### config.mk
export PLATFORM = sky130hd
export DESIGN_NAME = split_request_ack_tracker_top_flat
export DESIGN_NICKNAME = d
export VERILOG_FILES = /design/src/hdl/srat_pkg.sv /design/src/hdl/srat_in_if.sv /design/src/hdl/srat_out_if.sv /design/src/hdl/split_request_ack_tracker_top.sv /design/src/hdl/srat_front.sv /design/src/hdl/srat_back.sv /design/src/flat_wrapper.sv
export VERILOG_INCLUDE_DIRS = /design/src /design/src/hdl
export SDC_FILE = /design/constraint.sdc
export NUM_CORES = 2
export LEC_CHECK = 0
export BUFFER_PORTS_ARGS = -buffer_cell sky130_fd_sc_hd__buf_2
export CORE_MARGIN = 8
export CORE_UTILIZATION = 63
export DETAILED_ROUTE_END_ITERATION = 10
export MAX_ROUTING_LAYER = met4
export PLACE_DENSITY = 0.77
export SETUP_SLACK_MARGIN = 0.02
export SLEW_MARGIN = 20
export SYNTH_ARGS = -nofsm -noshare
export SYNTH_HDL_FRONTEND = slang
export SYNTH_SLANG_ARGS = --single-unit
### constraint.sdc
create_clock -name clk -period 10.4 [get_ports clk]
set_input_delay 2.08 -clock clk [delete_from_list [all_inputs] [get_ports clk]]
set_output_delay 2.08 -clock clk [all_outputs]
set_load 0.005 [all_outputs]
### src/hdl/assert_macros.svh
// Assertion helpers used by the RTL file that checks itself.
// Every macro expects clk and rst_n in scope.
`ifndef ASSERT_MACROS_SVH
`define ASSERT_MACROS_SVH

// Same-cycle implication
`define SRAT_ASSERT_IMP(lbl, ante, cons, msg) \
    lbl: assert property (@(posedge clk) disable iff (!rst_n) (ante) |-> (cons)) else $error(msg);

// Next-cycle implication
`define SRAT_ASSERT_NEXT(lbl, ante, cons, msg) \
    lbl: assert property (@(posedge clk) disable iff (!rst_n) (ante) |=> (cons)) else $error(msg);

`endif

### src/hdl/srat_pkg.sv
`default_nettype none
package srat_pkg;

    localparam int MAX_REQUESTS = 16;
    localparam int MAX_SUBS     = 64;
    localparam int REQ_AW = (MAX_REQUESTS > 1) ? $clog2(MAX_REQUESTS) : 1;
    localparam int SUB_AW = (MAX_SUBS > 1) ? $clog2(MAX_SUBS) : 1;
    localparam int IDX_W  = (REQ_AW > SUB_AW) ? REQ_AW : SUB_AW;
    localparam int CNT_W  = IDX_W + 1;

    localparam int TIMEOUT_W = 16;
    localparam logic [TIMEOUT_W-1:0] TIMEOUT_RESET = 16'd20;

    localparam int QUEUE_DEPTH = 2;
    localparam int QPTR_W = (QUEUE_DEPTH > 1) ? $clog2(QUEUE_DEPTH) : 1;

    // Register index taken from paddr[2]
    localparam logic REG_TIMEOUT = 1'b0;

    // Mode codes on the request channel
    localparam logic [2:0] MODE_REGISTER = 3'd0;
    localparam logic [2:0] MODE_ACK      = 3'd1;
    localparam logic [2:0] MODE_DEL_REQ  = 3'd2;
    localparam logic [2:0] MODE_DEL_SUB  = 3'd3;
    localparam logic [2:0] MODE_LOOKUP   = 3'd4;
    localparam logic [2:0] MODE_SWEEP    = 3'd5;

    // Result status codes
    localparam logic [1:0] STATUS_OK   = 2'd0;
    localparam logic [1:0] STATUS_MISS = 2'd1;
    localparam logic [1:0] STATUS_FULL = 2'd2;

    typedef enum logic [2:0] {
        OP_REGISTER,
        OP_ACK,
        OP_DEL_REQ,
        OP_DEL_SUB,
        OP_LOOKUP,
        OP_SWEEP,
        OP_BAD
    } op_t;

    typedef struct packed {
        op_t         op;
        logic [31:0] req_id;
        logic [31:0] sub_id;
        logic [31:0] opcode;
        logic [31:0] now;
    } cmd_t;

    typedef struct packed {
        logic valid;
        cmd_t cmd;
    } cmd_chan_t;

    typedef struct packed {
        logic busy;
    } back_stat_t;

    typedef enum logic [3:0] {
        ST_IDLE,
        ST_SUB_SCAN,
        ST_REQ_SCAN,
        ST_ACK_SCAN,
        ST_REQ_READ,
        ST_REQ_WAIT,
        ST_EMIT,
        ST_RM_SCAN,
        ST_EXP_SCAN,
        ST_MIN_SCAN
    } state_t;

endpackage
`default_nettype wire

### src/hdl/srat_in_if.sv
`default_nettype none
interface srat_in_if;
    logic        valid;
    logic        ready;
    logic [2:0]  mode;
    logic [31:0] req_id;
    logic [31:0] sub_id;
    logic [31:0] opcode;
    logic [31:0] now;

    modport source (output valid, mode, req_id, sub_id, opcode, now, input ready);
    modport sink (input valid, mode, req_id, sub_id, opcode, now, output ready);
endinterface
`default_nettype wire

### src/hdl/srat_out_if.sv
`default_nettype none
interface srat_out_if;
    logic        valid;
    logic        ready;
    logic [1:0]  status;
    logic [31:0] request_id;
    logic        finished;
    logic        last;

    modport source (output valid, status, request_id, finished, last, input ready);
    modport sink (input valid, status, request_id, finished, last, output ready);
endinterface
`default_nettype wire

### src/hdl/split_request_ack_tracker_top.sv
`default_nettype none
// Channel   Dir  Handshake     Payload
// in_ch     in   valid/ready   mode, req_id, sub_id, opcode, now
// out_ch    out  valid/ready   status, request_id, finished, last
// apb       in   psel/penable  paddr, pwdata -> prdata (timeout_seconds at 0x0)
//
// A two-entry queue takes requests while the tracker works on an earlier one.
// Each request walks the tables one entry a cycle through the single read port
// of each table: register scans subs then requests, lookup scans subs, ack and
// delete by sub scan subs twice, delete by request scans requests then subs, and
// sweep scans requests, then for each removed request scans requests and subs.
// A stalled result holds the engine.
// Reset clears all valid bits at once; no clearing pass is needed.
`include "assert_macros.svh"
module split_request_ack_tracker_top (
    input  wire logic        clk,
    input  wire logic        rst_n,
    srat_in_if.sink          in_ch,
    srat_out_if.source       out_ch,
    input  wire logic        psel,
    input  wire logic        penable,
    input  wire logic        pwrite,
    input  wire logic [2:0]  paddr,
    input  wire logic [31:0] pwdata,
    output logic      [31:0] prdata,
    output logic             pready
);

    logic [srat_pkg::TIMEOUT_W-1:0] timeout_reg, timeout_next;
    srat_pkg::cmd_chan_t            cmd_chan;
    srat_pkg::back_stat_t           back_stat;
    logic                           cmd_ready;
    logic                           cfg_write;

    // Configuration register
    assign pready    = 1'b1;
    assign cfg_write = psel && penable && pwrite && pready && (paddr[2] == srat_pkg::REG_TIMEOUT);
    assign prdata    = (paddr[2] == srat_pkg::REG_TIMEOUT) ? {16'd0, timeout_reg} : '0;

    always_comb
    begin
        timeout_next = timeout_reg;
        if (cfg_write)
        begin
            timeout_next = pwdata[srat_pkg::TIMEOUT_W-1:0];
        end
    end

    always_ff @(posedge clk or negedge rst_n)
    begin
        if (!rst_n)
        begin
            timeout_reg <= srat_pkg::TIMEOUT_RESET;
        end
        else
        begin
            timeout_reg <= timeout_next;
        end
    end

    srat_front u_front (
        .clk       (clk),
        .rst_n     (rst_n),
        .in_ch     (in_ch),
        .cmd_out   (cmd_chan),
        .cmd_ready (cmd_ready)
    );

    srat_back u_back (
        .clk       (clk),
        .rst_n     (rst_n),
        .cmd_in    (cmd_chan),
        .cmd_ready (cmd_ready),
        .timeout   (timeout_reg),
        .stat      (back_stat),
        .out_ch    (out_ch)
    );

    `SRAT_ASSERT_NEXT(a_handoff_busy, cmd_chan.valid && cmd_ready, back_stat.busy, "request taken but engine idle")
    `SRAT_ASSERT_IMP(a_idle_ready, !back_stat.busy, cmd_ready, "idle engine refuses requests")
    `SRAT_ASSERT_NEXT(a_cfg_write, cfg_write, timeout_reg == $past(pwdata[15:0]), "timeout write lost")

endmodule
`default_nettype wire

### src/hdl/srat_front.sv
`default_nettype none
module srat_front (
    input  wire logic                 clk,
    input  wire logic                 rst_n,
    srat_in_if.sink                   in_ch,
    output srat_pkg::cmd_chan_t       cmd_out,
    input  wire logic                 cmd_ready
);

    srat_pkg::cmd_t                   q_mem_reg [srat_pkg::QUEUE_DEPTH];
    logic [srat_pkg::QPTR_W-1:0]      wr_ptr_reg, wr_ptr_next;
    logic [srat_pkg::QPTR_W-1:0]      rd_ptr_reg, rd_ptr_next;
    logic [srat_pkg::QPTR_W:0]        count_reg, count_next;
    srat_pkg::cmd_t                   in_cmd;
    logic                             push, pop;

    // Classify the request by mode
    always_comb
    begin
        in_cmd.req_id = in_ch.req_id;
        in_cmd.sub_id = in_ch.sub_id;
        in_cmd.opcode = in_ch.opcode;
        in_cmd.now    = in_ch.now;
        unique case (in_ch.mode)
            srat_pkg::MODE_REGISTER: in_cmd.op = srat_pkg::OP_REGISTER;
            srat_pkg::MODE_ACK:      in_cmd.op = srat_pkg::OP_ACK;
            srat_pkg::MODE_DEL_REQ:  in_cmd.op = srat_pkg::OP_DEL_REQ;
            srat_pkg::MODE_DEL_SUB:  in_cmd.op = srat_pkg::OP_DEL_SUB;
            srat_pkg::MODE_LOOKUP:   in_cmd.op = srat_pkg::OP_LOOKUP;
            srat_pkg::MODE_SWEEP:    in_cmd.op = srat_pkg::OP_SWEEP;
            default:                 in_cmd.op = srat_pkg::OP_BAD;
        endcase
    end

    // Queue handshake
    assign in_ch.ready   = (count_reg != (srat_pkg::QPTR_W+1)'(srat_pkg::QUEUE_DEPTH));
    assign push          = in_ch.valid && in_ch.ready;
    assign cmd_out.valid = (count_reg != '0);
    assign cmd_out.cmd   = q_mem_reg[rd_ptr_reg];
    assign pop           = cmd_out.valid && cmd_ready;

    // Advance pointers and count
    always_comb
    begin
        wr_ptr_next = wr_ptr_reg;
        rd_ptr_next = rd_ptr_reg;
        count_next  = count_reg;
        if (push)
        begin
            wr_ptr_next = (wr_ptr_reg == srat_pkg::QPTR_W'(srat_pkg::QUEUE_DEPTH-1)) ?
                          '0 : wr_ptr_reg + 1'b1;
        end
        if (pop)
        begin
            rd_ptr_next = (rd_ptr_reg == srat_pkg::QPTR_W'(srat_pkg::QUEUE_DEPTH-1)) ?
                          '0 : rd_ptr_reg + 1'b1;
        end
        if (push && !pop)
        begin
            count_next = count_reg + 1'b1;
        end
        else if (pop && !push)
        begin
            count_next = count_reg - 1'b1;
        end
    end

    always_ff @(posedge clk or negedge rst_n)
    begin
        if (!rst_n)
        begin
            wr_ptr_reg <= '0;
            rd_ptr_reg <= '0;
            count_reg  <= '0;
        end
        else
        begin
            wr_ptr_reg <= wr_ptr_next;
            rd_ptr_reg <= rd_ptr_next;
            count_reg  <= count_next;
        end
    end

    // Hold queued requests
    always_ff @(posedge clk)
    begin
        if (push)
        begin
            q_mem_reg[wr_ptr_reg] <= in_cmd;
        end
    end

endmodule
`default_nettype wire

### src/hdl/srat_back.sv
`default_nettype none
module srat_back (
    input  wire logic                           clk,
    input  wire logic                           rst_n,
    input  wire srat_pkg::cmd_chan_t            cmd_in,
    output logic                                cmd_ready,
    input  wire logic [srat_pkg::TIMEOUT_W-1:0] timeout,
    output srat_pkg::back_stat_t                stat,
    srat_out_if.source                          out_ch
);

    localparam int NR = srat_pkg::MAX_REQUESTS;
    localparam int NS = srat_pkg::MAX_SUBS;
    localparam int RW = srat_pkg::REQ_AW;
    localparam int SW = srat_pkg::SUB_AW;
    localparam int IW = srat_pkg::IDX_W;
    localparam int CW = srat_pkg::CNT_W;
    localparam logic [CW-1:0] SUB_LEN   = CW'(NS);
    localparam logic [CW-1:0] REQ_LEN   = CW'(NR);
    localparam logic [RW:0]   REQ_LIMIT = (RW+1)'(NR);

    // Tables
    logic [31:0]   sub_ident_mem [NS];
    logic [RW-1:0] sub_owner_mem [NS];
    logic [31:0]   req_ident_mem [NR];
    logic [31:0]   req_code_mem  [NR];
    logic [31:0]   req_start_mem [NR];
    logic [31:0]   sub_ident_rd_reg;
    logic [RW-1:0] sub_owner_rd_reg;
    logic [31:0]   req_ident_rd_reg;
    logic [31:0]   req_start_rd_reg;

    logic [NS-1:0] sub_valid_reg, sub_valid_next;
    logic [NS-1:0] sub_acked_reg, sub_acked_next;
    logic [NR-1:0] req_valid_reg, req_valid_next;
    logic [NR-1:0] expired_reg, expired_next;

    srat_pkg::state_t state_reg, state_next;
    srat_pkg::state_t after_reg, after_next;
    srat_pkg::cmd_t   cmd_reg, cmd_next;

    logic [CW-1:0] scan_cnt_reg, scan_cnt_next;
    logic [IW-1:0] rd_idx_reg;
    logic          rd_live_reg, rd_live_next;

    logic          s_found_reg, s_found_next;
    logic [SW-1:0] s_idx_reg, s_idx_next;
    logic [RW-1:0] s_owner_reg, s_owner_next;
    logic          fs_found_reg, fs_found_next;
    logic [SW-1:0] fs_idx_reg, fs_idx_next;
    logic          r_found_reg, r_found_next;
    logic [RW-1:0] r_idx_reg, r_idx_next;
    logic          fr_found_reg, fr_found_next;
    logic [RW-1:0] fr_idx_reg, fr_idx_next;
    logic [RW-1:0] slot_reg, slot_next;
    logic          any_reg, any_next;
    logic          all_reg, all_next;
    logic          best_found_reg, best_found_next;
    logic [RW-1:0] best_idx_reg, best_idx_next;
    logic [31:0]   best_ident_reg, best_ident_next;
    logic          sweep_more_reg, sweep_more_next;

    logic [1:0]    res_status_reg, res_status_next;
    logic [31:0]   res_rid_reg, res_rid_next;
    logic          res_fin_reg, res_fin_next;
    logic          res_last_reg, res_last_next;

    logic          out_valid_reg, out_valid_next;
    logic [1:0]    out_status_reg;
    logic [31:0]   out_rid_reg;
    logic          out_fin_reg;
    logic          out_last_reg;

    logic          sub_scan, req_scan, issue, scan_done, push;
    logic [CW-1:0] scan_len;
    logic [SW-1:0] rd_sidx;
    logic [RW-1:0] rd_ridx;
    logic [RW-1:0] req_raddr;
    logic          sub_we;
    logic [SW-1:0] sub_waddr;
    logic [RW-1:0] sub_wowner;
    logic          req_we;
    logic [RW-1:0] req_waddr;
    logic [NR-1:0] remaining;
    logic [RW-1:0] r_use;
    logic [SW-1:0] s_use;

    assign rd_sidx   = rd_idx_reg[SW-1:0];
    assign rd_ridx   = rd_idx_reg[RW-1:0];
    assign cmd_ready = (state_reg == srat_pkg::ST_IDLE);
    assign stat.busy = (state_reg != srat_pkg::ST_IDLE);
    assign push      = (state_reg == srat_pkg::ST_EMIT) && (!out_valid_reg || out_ch.ready);
    assign req_raddr = (state_reg == srat_pkg::ST_REQ_READ) ? slot_reg : scan_cnt_reg[RW-1:0];
    assign remaining = expired_reg & ~({{(NR-1){1'b0}}, 1'b1} << best_idx_reg);

    // Scan sequencing: address goes out one cycle, data comes back the next
    always_comb
    begin
        sub_scan  = (state_reg == srat_pkg::ST_SUB_SCAN) || (state_reg == srat_pkg::ST_ACK_SCAN) ||
                    (state_reg == srat_pkg::ST_RM_SCAN);
        req_scan  = (state_reg == srat_pkg::ST_REQ_SCAN) || (state_reg == srat_pkg::ST_EXP_SCAN) ||
                    (state_reg == srat_pkg::ST_MIN_SCAN);
        scan_len  = sub_scan ? SUB_LEN : REQ_LEN;
        issue     = (sub_scan || req_scan) && (scan_cnt_reg < scan_len);
        scan_done = (sub_scan || req_scan) && (scan_cnt_reg == scan_len) && !rd_live_reg;
    end

    // Next state and table updates
    always_comb
    begin
        state_next      = state_reg;
        after_next      = after_reg;
        cmd_next        = cmd_reg;
        sub_valid_next  = sub_valid_reg;
        sub_acked_next  = sub_acked_reg;
        req_valid_next  = req_valid_reg;
        expired_next    = expired_reg;
        s_found_next    = s_found_reg;
        s_idx_next      = s_idx_reg;
        s_owner_next    = s_owner_reg;
        fs_found_next   = fs_found_reg;
        fs_idx_next     = fs_idx_reg;
        r_found_next    = r_found_reg;
        r_idx_next      = r_idx_reg;
        fr_found_next   = fr_found_reg;
        fr_idx_next     = fr_idx_reg;
        slot_next       = slot_reg;
        any_next        = any_reg;
        all_next        = all_reg;
        best_found_next = best_found_reg;
        best_idx_next   = best_idx_reg;
        best_ident_next = best_ident_reg;
        sweep_more_next = sweep_more_reg;
        res_status_next = res_status_reg;
        res_rid_next    = res_rid_reg;
        res_fin_next    = res_fin_reg;
        res_last_next   = res_last_reg;
        sub_we          = 1'b0;
        sub_waddr       = s_idx_reg;
        sub_wowner      = r_idx_reg;
        req_we          = 1'b0;
        req_waddr       = fr_idx_reg;
        r_use           = r_found_reg ? r_idx_reg : fr_idx_reg;
        s_use           = s_found_reg ? s_idx_reg : fs_idx_reg;

        unique case (state_reg)
            srat_pkg::ST_IDLE:
            begin
                if (cmd_in.valid)
                begin
                    cmd_next        = cmd_in.cmd;
                    s_found_next    = 1'b0;
                    fs_found_next   = 1'b0;
                    r_found_next    = 1'b0;
                    fr_found_next   = 1'b0;
                    best_found_next = 1'b0;
                    sweep_more_next = 1'b0;
                    after_next      = srat_pkg::ST_IDLE;
                    unique case (cmd_in.cmd.op) inside
                        srat_pkg::OP_REGISTER, srat_pkg::OP_ACK,
                        srat_pkg::OP_DEL_SUB, srat_pkg::OP_LOOKUP:
                            state_next = srat_pkg::ST_SUB_SCAN;
                        srat_pkg::OP_DEL_REQ:
                            state_next = srat_pkg::ST_REQ_SCAN;
                        srat_pkg::OP_SWEEP:
                            state_next = srat_pkg::ST_EXP_SCAN;
                        default:
                        begin
                            res_status_next = srat_pkg::STATUS_MISS;
                            res_rid_next    = '0;
                            res_fin_next    = 1'b0;
                            res_last_next   = 1'b1;
                            state_next      = srat_pkg::ST_EMIT;
                        end
                    endcase
                end
            end

            srat_pkg::ST_SUB_SCAN:
            begin
                // Find the sub and the first free sub slot
                if (rd_live_reg)
                begin
                    if (sub_valid_reg[rd_sidx] && (sub_ident_rd_reg == cmd_reg.sub_id) &&
                        ({1'b0, sub_owner_rd_reg} < REQ_LIMIT) && !s_found_reg)
                    begin
                        s_found_next = 1'b1;
                        s_idx_next   = rd_sidx;
                        s_owner_next = sub_owner_rd_reg;
                    end
                    if (!sub_valid_reg[rd_sidx] && !fs_found_reg)
                    begin
                        fs_found_next = 1'b1;
                        fs_idx_next   = rd_sidx;
                    end
                end
                if (scan_done)
                begin
                    res_fin_next  = 1'b0;
                    res_last_next = 1'b1;
                    if (cmd_reg.op == srat_pkg::OP_REGISTER)
                    begin
                        state_next = srat_pkg::ST_REQ_SCAN;
                    end
                    else if (!s_found_reg || !req_valid_reg[s_owner_reg])
                    begin
                        res_status_next = srat_pkg::STATUS_MISS;
                        res_rid_next    = '0;
                        state_next      = srat_pkg::ST_EMIT;
                    end
                    else
                    begin
                        slot_next = s_owner_reg;
                        if (cmd_reg.op == srat_pkg::OP_ACK)
                        begin
                            sub_acked_next[s_idx_reg] = 1'b1;
                            any_next   = 1'b0;
                            all_next   = 1'b1;
                            state_next = srat_pkg::ST_ACK_SCAN;
                        end
                        else
                        begin
                            state_next = srat_pkg::ST_REQ_READ;
                        end
                    end
                end
            end

            srat_pkg::ST_REQ_SCAN:
            begin
                // Find the request and the first free request slot
                if (rd_live_reg)
                begin
                    if (req_valid_reg[rd_ridx] && (req_ident_rd_reg == cmd_reg.req_id) &&
                        !r_found_reg)
                    begin
                        r_found_next = 1'b1;
                        r_idx_next   = rd_ridx;
                    end
                    if (!req_valid_reg[rd_ridx] && !fr_found_reg)
                    begin
                        fr_found_next = 1'b1;
                        fr_idx_next   = rd_ridx;
                    end
                end
                if (scan_done)
                begin
                    res_fin_next  = 1'b0;
                    res_last_next = 1'b1;
                    state_next    = srat_pkg::ST_EMIT;
                    if (cmd_reg.op == srat_pkg::OP_REGISTER)
                    begin
                        if ((!r_found_reg && !fr_found_reg) || (!s_found_reg && !fs_found_reg))
                        begin
                            res_status_next = srat_pkg::STATUS_FULL;
                            res_rid_next    = '0;
                        end
                        else
                        begin
                            if (!r_found_reg)
                            begin
                                req_we                     = 1'b1;
                                req_waddr                  = fr_idx_reg;
                                req_valid_next[fr_idx_reg] = 1'b1;
                            end
                            sub_we                = 1'b1;
                            sub_waddr             = s_use;
                            sub_wowner            = r_use;
                            sub_valid_next[s_use] = 1'b1;
                            sub_acked_next[s_use] = 1'b0;
                            res_status_next       = srat_pkg::STATUS_OK;
                            res_rid_next          = cmd_reg.req_id;
                        end
                    end
                    else if (!r_found_reg)
                    begin
                        res_status_next = srat_pkg::STATUS_MISS;
                        res_rid_next    = '0;
                    end
                    else
                    begin
                        req_valid_next[r_idx_reg] = 1'b0;
                        slot_next                 = r_idx_reg;
                        res_status_next           = srat_pkg::STATUS_OK;
                        res_rid_next              = cmd_reg.req_id;
                        after_next                = srat_pkg::ST_RM_SCAN;
                    end
                end
            end

            srat_pkg::ST_ACK_SCAN:
            begin
                // Check every sub of the owner for its ack
                if (rd_live_reg && sub_valid_reg[rd_sidx] && (sub_owner_rd_reg == slot_reg))
                begin
                    any_next = 1'b1;
                    if (!sub_acked_reg[rd_sidx])
                    begin
                        all_next = 1'b0;
                    end
                end
                if (scan_done)
                begin
                    state_next = srat_pkg::ST_REQ_READ;
                end
            end

            srat_pkg::ST_REQ_READ:
            begin
                state_next = srat_pkg::ST_REQ_WAIT;
            end

            srat_pkg::ST_REQ_WAIT:
            begin
                res_status_next = srat_pkg::STATUS_OK;
                res_rid_next    = req_ident_rd_reg;
                res_fin_next    = (cmd_reg.op == srat_pkg::OP_ACK) && any_reg && all_reg;
                res_last_next   = 1'b1;
                if (cmd_reg.op == srat_pkg::OP_DEL_SUB)
                begin
                    req_valid_next[slot_reg] = 1'b0;
                    after_next               = srat_pkg::ST_RM_SCAN;
                end
                state_next = srat_pkg::ST_EMIT;
            end

            srat_pkg::ST_EMIT:
            begin
                if (push)
                begin
                    state_next = after_reg;
                end
            end

            srat_pkg::ST_RM_SCAN:
            begin
                // Drop every sub owned by the removed request
                if (rd_live_reg && sub_valid_reg[rd_sidx] && (sub_owner_rd_reg == slot_reg))
                begin
                    sub_valid_next[rd_sidx] = 1'b0;
                    sub_acked_next[rd_sidx] = 1'b0;
                end
                if (scan_done)
                begin
                    best_found_next = 1'b0;
                    state_next      = sweep_more_reg ? srat_pkg::ST_MIN_SCAN : srat_pkg::ST_IDLE;
                end
            end

            srat_pkg::ST_EXP_SCAN:
            begin
                // Mark requests past the timeout
                if (rd_live_reg)
                begin
                    expired_next[rd_ridx] = req_valid_reg[rd_ridx] &&
                        ((cmd_reg.now - req_start_rd_reg) > {16'd0, timeout});
                end
                if (scan_done)
                begin
                    if (expired_reg == '0)
                    begin
                        res_status_next = srat_pkg::STATUS_MISS;
                        res_rid_next    = '0;
                        res_fin_next    = 1'b0;
                        res_last_next   = 1'b1;
                        state_next      = srat_pkg::ST_EMIT;
                    end
                    else
                    begin
                        best_found_next = 1'b0;
                        state_next      = srat_pkg::ST_MIN_SCAN;
                    end
                end
            end

            srat_pkg::ST_MIN_SCAN:
            begin
                // Pick the expired request with the lowest id
                if (rd_live_reg && expired_reg[rd_ridx] &&
                    (!best_found_reg || (req_ident_rd_reg < best_ident_reg)))
                begin
                    best_found_next = 1'b1;
                    best_idx_next   = rd_ridx;
                    best_ident_next = req_ident_rd_reg;
                end
                if (scan_done)
                begin
                    expired_next                 = remaining;
                    req_valid_next[best_idx_reg] = 1'b0;
                    slot_next                    = best_idx_reg;
                    sweep_more_next              = (remaining != '0);
                    res_status_next              = srat_pkg::STATUS_OK;
                    res_rid_next                 = best_ident_reg;
                    res_fin_next                 = 1'b0;
                    res_last_next                = (remaining == '0);
                    after_next                   = srat_pkg::ST_RM_SCAN;
                    state_next                   = srat_pkg::ST_EMIT;
                end
            end

            default:
            begin
                state_next = srat_pkg::ST_IDLE;
            end
        endcase

        // Restart the scan counter on every state change
        if (state_next != state_reg)
        begin
            scan_cnt_next = '0;
            rd_live_next  = 1'b0;
        end
        else
        begin
            scan_cnt_next = scan_cnt_reg + CW'(issue);
            rd_live_next  = issue;
        end
    end

    // Hold the result until taken
    always_comb
    begin
        out_valid_next = out_valid_reg && !out_ch.ready;
        if (push)
        begin
            out_valid_next = 1'b1;
        end
    end

    assign out_ch.valid      = out_valid_reg;
    assign out_ch.status     = out_status_reg;
    assign out_ch.request_id = out_rid_reg;
    assign out_ch.finished   = out_fin_reg;
    assign out_ch.last       = out_last_reg;

    // Control state
    always_ff @(posedge clk or negedge rst_n)
    begin
        if (!rst_n)
        begin
            state_reg      <= srat_pkg::ST_IDLE;
            after_reg      <= srat_pkg::ST_IDLE;
            scan_cnt_reg   <= '0;
            rd_live_reg    <= 1'b0;
            sub_valid_reg  <= '0;
            sub_acked_reg  <= '0;
            req_valid_reg  <= '0;
            expired_reg    <= '0;
            s_found_reg    <= 1'b0;
            fs_found_reg   <= 1'b0;
            r_found_reg    <= 1'b0;
            fr_found_reg   <= 1'b0;
            best_found_reg <= 1'b0;
            sweep_more_reg <= 1'b0;
            any_reg        <= 1'b0;
            all_reg        <= 1'b0;
            out_valid_reg  <= 1'b0;
        end
        else
        begin
            state_reg      <= state_next;
            after_reg      <= after_next;
            scan_cnt_reg   <= scan_cnt_next;
            rd_live_reg    <= rd_live_next;
            sub_valid_reg  <= sub_valid_next;
            sub_acked_reg  <= sub_acked_next;
            req_valid_reg  <= req_valid_next;
            expired_reg    <= expired_next;
            s_found_reg    <= s_found_next;
            fs_found_reg   <= fs_found_next;
            r_found_reg    <= r_found_next;
            fr_found_reg   <= fr_found_next;
            best_found_reg <= best_found_next;
            sweep_more_reg <= sweep_more_next;
            any_reg        <= any_next;
            all_reg        <= all_next;
            out_valid_reg  <= out_valid_next;
        end
    end

    // Payload registers
    always_ff @(posedge clk)
    begin
        cmd_reg        <= cmd_next;
        rd_idx_reg     <= scan_cnt_reg[IW-1:0];
        s_idx_reg      <= s_idx_next;
        s_owner_reg    <= s_owner_next;
        fs_idx_reg     <= fs_idx_next;
        r_idx_reg      <= r_idx_next;
        fr_idx_reg     <= fr_idx_next;
        slot_reg       <= slot_next;
        best_idx_reg   <= best_idx_next;
        best_ident_reg <= best_ident_next;
        res_status_reg <= res_status_next;
        res_rid_reg    <= res_rid_next;
        res_fin_reg    <= res_fin_next;
        res_last_reg   <= res_last_next;
        if (push)
        begin
            out_status_reg <= res_status_reg;
            out_rid_reg    <= res_rid_reg;
            out_fin_reg    <= res_fin_reg;
            out_last_reg   <= res_last_reg;
        end
    end

    // Sub table memory
    always_ff @(posedge clk)
    begin
        if (sub_we)
        begin
            sub_ident_mem[sub_waddr] <= cmd_reg.sub_id;
            sub_owner_mem[sub_waddr] <= sub_wowner;
        end
        sub_ident_rd_reg <= sub_ident_mem[scan_cnt_reg[SW-1:0]];
        sub_owner_rd_reg <= sub_owner_mem[scan_cnt_reg[SW-1:0]];
    end

    // Request table memory
    always_ff @(posedge clk)
    begin
        if (req_we)
        begin
            req_ident_mem[req_waddr] <= cmd_reg.req_id;
            req_code_mem[req_waddr]  <= cmd_reg.opcode;
            req_start_mem[req_waddr] <= cmd_reg.now;
        end
        req_ident_rd_reg <= req_ident_mem[req_raddr];
        req_start_rd_reg <= req_start_mem[req_raddr];
    end

endmodule
`default_nettype wire

### src/flat_wrapper.sv
// flat-port wrapper written by rule: the top's interface ports become plain ports
module split_request_ack_tracker_top_flat 
  (clk, rst_n, psel, penable, pwrite, paddr, pwdata, prdata, pready, in_ch_valid, in_ch_mode, in_ch_req_id, in_ch_sub_id, in_ch_opcode, in_ch_now, in_ch_ready, out_ch_valid, out_ch_status, out_ch_request_id, out_ch_finished, out_ch_last, out_ch_ready);
  srat_in_if in_ch_i ();
  srat_out_if out_ch_i ();
  input  wire logic clk;
  input  wire logic rst_n;
  input  wire logic psel;
  input  wire logic penable;
  input  wire logic pwrite;
  input  wire logic [2:0] paddr;
  input  wire logic [31:0] pwdata;
  output logic      [31:0] prdata;
  output logic pready;
  input wire logic [$bits(in_ch_i.valid)-1:0] in_ch_valid;
  input wire logic [$bits(in_ch_i.mode)-1:0] in_ch_mode;
  input wire logic [$bits(in_ch_i.req_id)-1:0] in_ch_req_id;
  input wire logic [$bits(in_ch_i.sub_id)-1:0] in_ch_sub_id;
  input wire logic [$bits(in_ch_i.opcode)-1:0] in_ch_opcode;
  input wire logic [$bits(in_ch_i.now)-1:0] in_ch_now;
  output wire logic [$bits(in_ch_i.ready)-1:0] in_ch_ready;
  output wire logic [$bits(out_ch_i.valid)-1:0] out_ch_valid;
  output wire logic [$bits(out_ch_i.status)-1:0] out_ch_status;
  output wire logic [$bits(out_ch_i.request_id)-1:0] out_ch_request_id;
  output wire logic [$bits(out_ch_i.finished)-1:0] out_ch_finished;
  output wire logic [$bits(out_ch_i.last)-1:0] out_ch_last;
  input wire logic [$bits(out_ch_i.ready)-1:0] out_ch_ready;
  assign in_ch_i.valid = in_ch_valid;
  assign in_ch_i.mode = in_ch_mode;
  assign in_ch_i.req_id = in_ch_req_id;
  assign in_ch_i.sub_id = in_ch_sub_id;
  assign in_ch_i.opcode = in_ch_opcode;
  assign in_ch_i.now = in_ch_now;
  assign in_ch_ready = in_ch_i.ready;
  assign out_ch_valid = out_ch_i.valid;
  assign out_ch_status = out_ch_i.status;
  assign out_ch_request_id = out_ch_i.request_id;
  assign out_ch_finished = out_ch_i.finished;
  assign out_ch_last = out_ch_i.last;
  assign out_ch_i.ready = out_ch_ready;
  split_request_ack_tracker_top u_core (.clk(clk), .rst_n(rst_n), .in_ch(in_ch_i), .out_ch(out_ch_i), .psel(psel), .penable(penable), .pwrite(pwrite), .paddr(paddr), .pwdata(pwdata), .prdata(prdata), .pready(pready));
endmodule
==> out/qor.csv <==
stage;metric;value;unit
status;run_status;finished, final reports clean;
clock_tree;path_clk_slew;0.07;ns
grt;grt_pass1_wl;594400;um
synthesis;synth_top_area_cell;edfxtp_1;
grt;grt_antenna_before_repair;12;
sta;fin_hold_ws;0.3975;ns
synthesis;ys_seq_area_share;75.42;%
die;die_w;518.8;um
grt;grt.overflow.total;0;
drt;num_vias;83248;
finish;reg.largest.list;u_core.u_back.sub_ident_mem: 2048 flops, u_core.u_back.req_ident_mem: 512 flops, u_core.u_back.req_start_mem: 512 flops;
synthesis;syn_area_per_cell;20.57;sq um
placed_design;port_buffers;176;
synthesis;synth_edf_count;3761;
setup_path;reg2reg_slack;3.98;ns
clock_tree;clockRootBuffer;clkbuf_16;
placed_design;dpl.hpwl;203300;um
synthesis;ys_async_sr_fraction;4.964;%
drt;via_per_inst;7.072;
finish;layout_common_cells;edfxtp_1 (3761), mux4_2 (1047), clkbuf_16 (405);
sta;max_freq;155.9;MHz
synthesis;synth_top_cell_area_share;70.91;%
setup_path;cp_data_required_time;10.94;ns
synthesis;synth_area_leaders;edfxtp_1 (71%), mux4_2 (15%), dfrtp_1 (3.1%), dfxtp_1 (1.3%), mux2_2 (0.88%);
sta;slew-limit-headroom;21.83;%
hold_path;hold_start;u_core.u_back.sub_owner_rd_reg[0];
setup_path;r2r_cells;11;
setup_path;path_max_fanout;25;
placed_design;place_congestion;0.8767;
clock_tree;h-tree-depth;5;
finish;top_register;u_core.u_back.sub_ident_mem;
synthesis;yosys_register_bits;4069;
sta;hold_violations;0;
pwr;power_density;183.2;mW/mm^2
finish;fillers;14124;
grt;grt_max_degree;153;
setup_path;cp-end-kind;register;
sta;fin_tns_setup;0;ns
die;start_util;63.35;%
hold_path;min_to;u_core.u_back.s_owner_reg[0];
drt;antenna_left;0;
clock_tree;clock_path_buffers;4;
drt;drtPass1Iterations;7;
clock_tree;cts_buffers;399;
clock_tree;cts.sinks;4069;
sta;post-route-period-util;61.69;%
setup_path;r2r-end;u_core.u_back.sub_ident_mem[53][8];
synthesis;ys_warn_count;0;
hold_path;hp-class;reg2reg;
synthesis;synth_cells;7741;
synthesis;ys_types;86;
sta;setup_violations;0;
setup_path;worstSetupPathType;reg2reg;
drt;wl_per_cell;35.23;um
die;coreArea;0.2514;sq mm
sta;grt_setup_unrepaired;false;
sta;fin_skew;0.09015;ns
finish;final_layout_size_suffix_gt1_share;26.58;%
setup_path;start_kind;register;
clock_tree;cts_tree;yes;
die;rows;184;
sta;finalCriticalPeriod;6.416;ns
clock_tree;ctsResizeCount;0;
clock_tree;clock_latency;1.00;ns
synthesis;syn_area;0.1593;sq mm
setup_path;worst-endpoint-arrival;6.96;ns
setup_path;timing.rr.start;u_core.u_back.scan_cnt_reg[4];
synthesis;synth_ff_type;edfxtp_1;
grt;track_usage;31.30;%
clock_tree;cts_hold_buffers;0;
hold_path;worstHoldPathCells;0;
die;die_y;518.8;um
finish;syn2layout_area_growth;11.63;%
drt;drt_iter0_drc;11693;
drt;wl;414700;um
grt;grt_pass1_vias;84219;
pwr;ir_worst_vdd;0.2330;mV
finish;largest_reg_flops;2048;
flow_run;maxCapViolations;0;
die;ios;244;
die;dieArea;0.2692;sq mm
clock_tree;post_cts_buffers;0;
finish;layout_commonest_cell;edfxtp_1;
pwr;p_leak;56.86;nW
sta;slew_violations;0;
finish;fin_nets;8355;
sta;worstMarginPinSlew;1.172;ns
drt;drc;0;
[metrics by stage]
step	instances	total power [W]	setup WS, ns	utilization (%)	instance area (sq um)
global placement	11044	0.01864	4.386	65.63	165000
detailed placement	11044	0.01867	4.287	65.63	165000
finish	11771	0.03258	3.984	70.72	177800
floorplan	7756	0.01848	2.987	-	159300
CTS	11760	0.03270	4.117	70.70	177700
global route	11768	0.03330	3.676	70.72	177800
[per-layer routing]
layer / GRT usage [%] / wire (um)
met1: 39.72 / 145000
met2: 51.84 / 210900
met3: 5.178 / 40270
met4: 11.63 / 18430
met5: - / 0
[cells by family (layout without fill, tap and decap cells)]
group,Yosys count,in the layout,share of synthesized area (%)
xor gates and xnor gates,103,103,0.5664
AOI/OAI and AO/OA,866,866,3.417
adders and majority gates,84,84,0.6646
muxes,1217,1217,15.97
DFF,4069,4069,75.42
buffers and inverters,559,1216,1.393
other,2,27,0.004715
and+or+nand+nor,841,841,2.563
[report_power, final]
part / internal (W) / switching (W) / total, W
registers: 0.0179 / 0.0000562 / 0.0179
clock network: 0.00818 / 0.00607 / 0.0142
logic: 0.000122 / 0.000276 / 0.000398
[Yosys cell counts, types with 40 or more instances]
cell type  count
a211oi_1      75
and2_1        73
dfxtp_1      106
ha_1          83
o21ai_0      171
a31oi_1       78
buf_1         70
clkbuf_1     290
mux2i_1       45
buf_2         44
mux2_2       125
mux4_2      1047
edfxtp_1    3761
dfrtp_1      200
nor2_1       210
inv_1        136
o221ai_1      40
o22ai_1       48
nor3_1        56
nand3_1       46
xor2_1        66
nand2_1      269
a21oi_1      208
o21ai_1       73
[how the worst max path moves through the flow]
stage / start / endpoint / slack, ns
after floorplan: u_core.u_back.state_reg[3] / u_core.u_back.sub_ident_mem[17][0] / 2.99
after global placement: u_core.u_back.scan_cnt_reg[4] / u_core.u_back.sub_ident_mem[53][27] / 4.39
after detailed placement: u_core.u_back.scan_cnt_reg[4] / u_core.u_back.sub_owner_mem[53][0] / 4.29
after CTS: u_core.u_back.scan_cnt_reg[4] / u_core.u_back.sub_ident_mem[53][8] / 4.12
after global routing: u_core.u_back.scan_cnt_reg[4] / u_core.u_back.sub_ident_mem[52][8] / 3.68
final: u_core.u_back.scan_cnt_reg[4] / u_core.u_back.sub_ident_mem[53][8] / 3.98
[critical path, stage by stage (launching register included)]
cell,delay (ns)
dfrtp_4,0.83
clkinv_1,0.60
ha_1,0.47
nor4b_1,0.25
and4b_1,0.47
nand2_1,0.36
nor3_1,0.41
mux2_2,0.31
nor2b_1,0.19
nand2b_1,0.51
nor2_4,0.76
buf_4,0.73
[area by class of cell]
type / count / area (sq um) / area share, %
antenna: 10 / 25.02 / 0.01407
timing repair buffer: 363 / 2449 / 1.377
multi-input combinational: 3128 / 37710 / 21.21
clock buffer: 513 / 10790 / 6.071
clock inverter: 203 / 1954 / 1.099
tap: 3348 / 4189 / 2.356
sequential: 4069 / 120100 / 67.57
inverter: 137 / 526.8 / 0.2963
No activity file was read; power rests on OpenSTA's default activity.
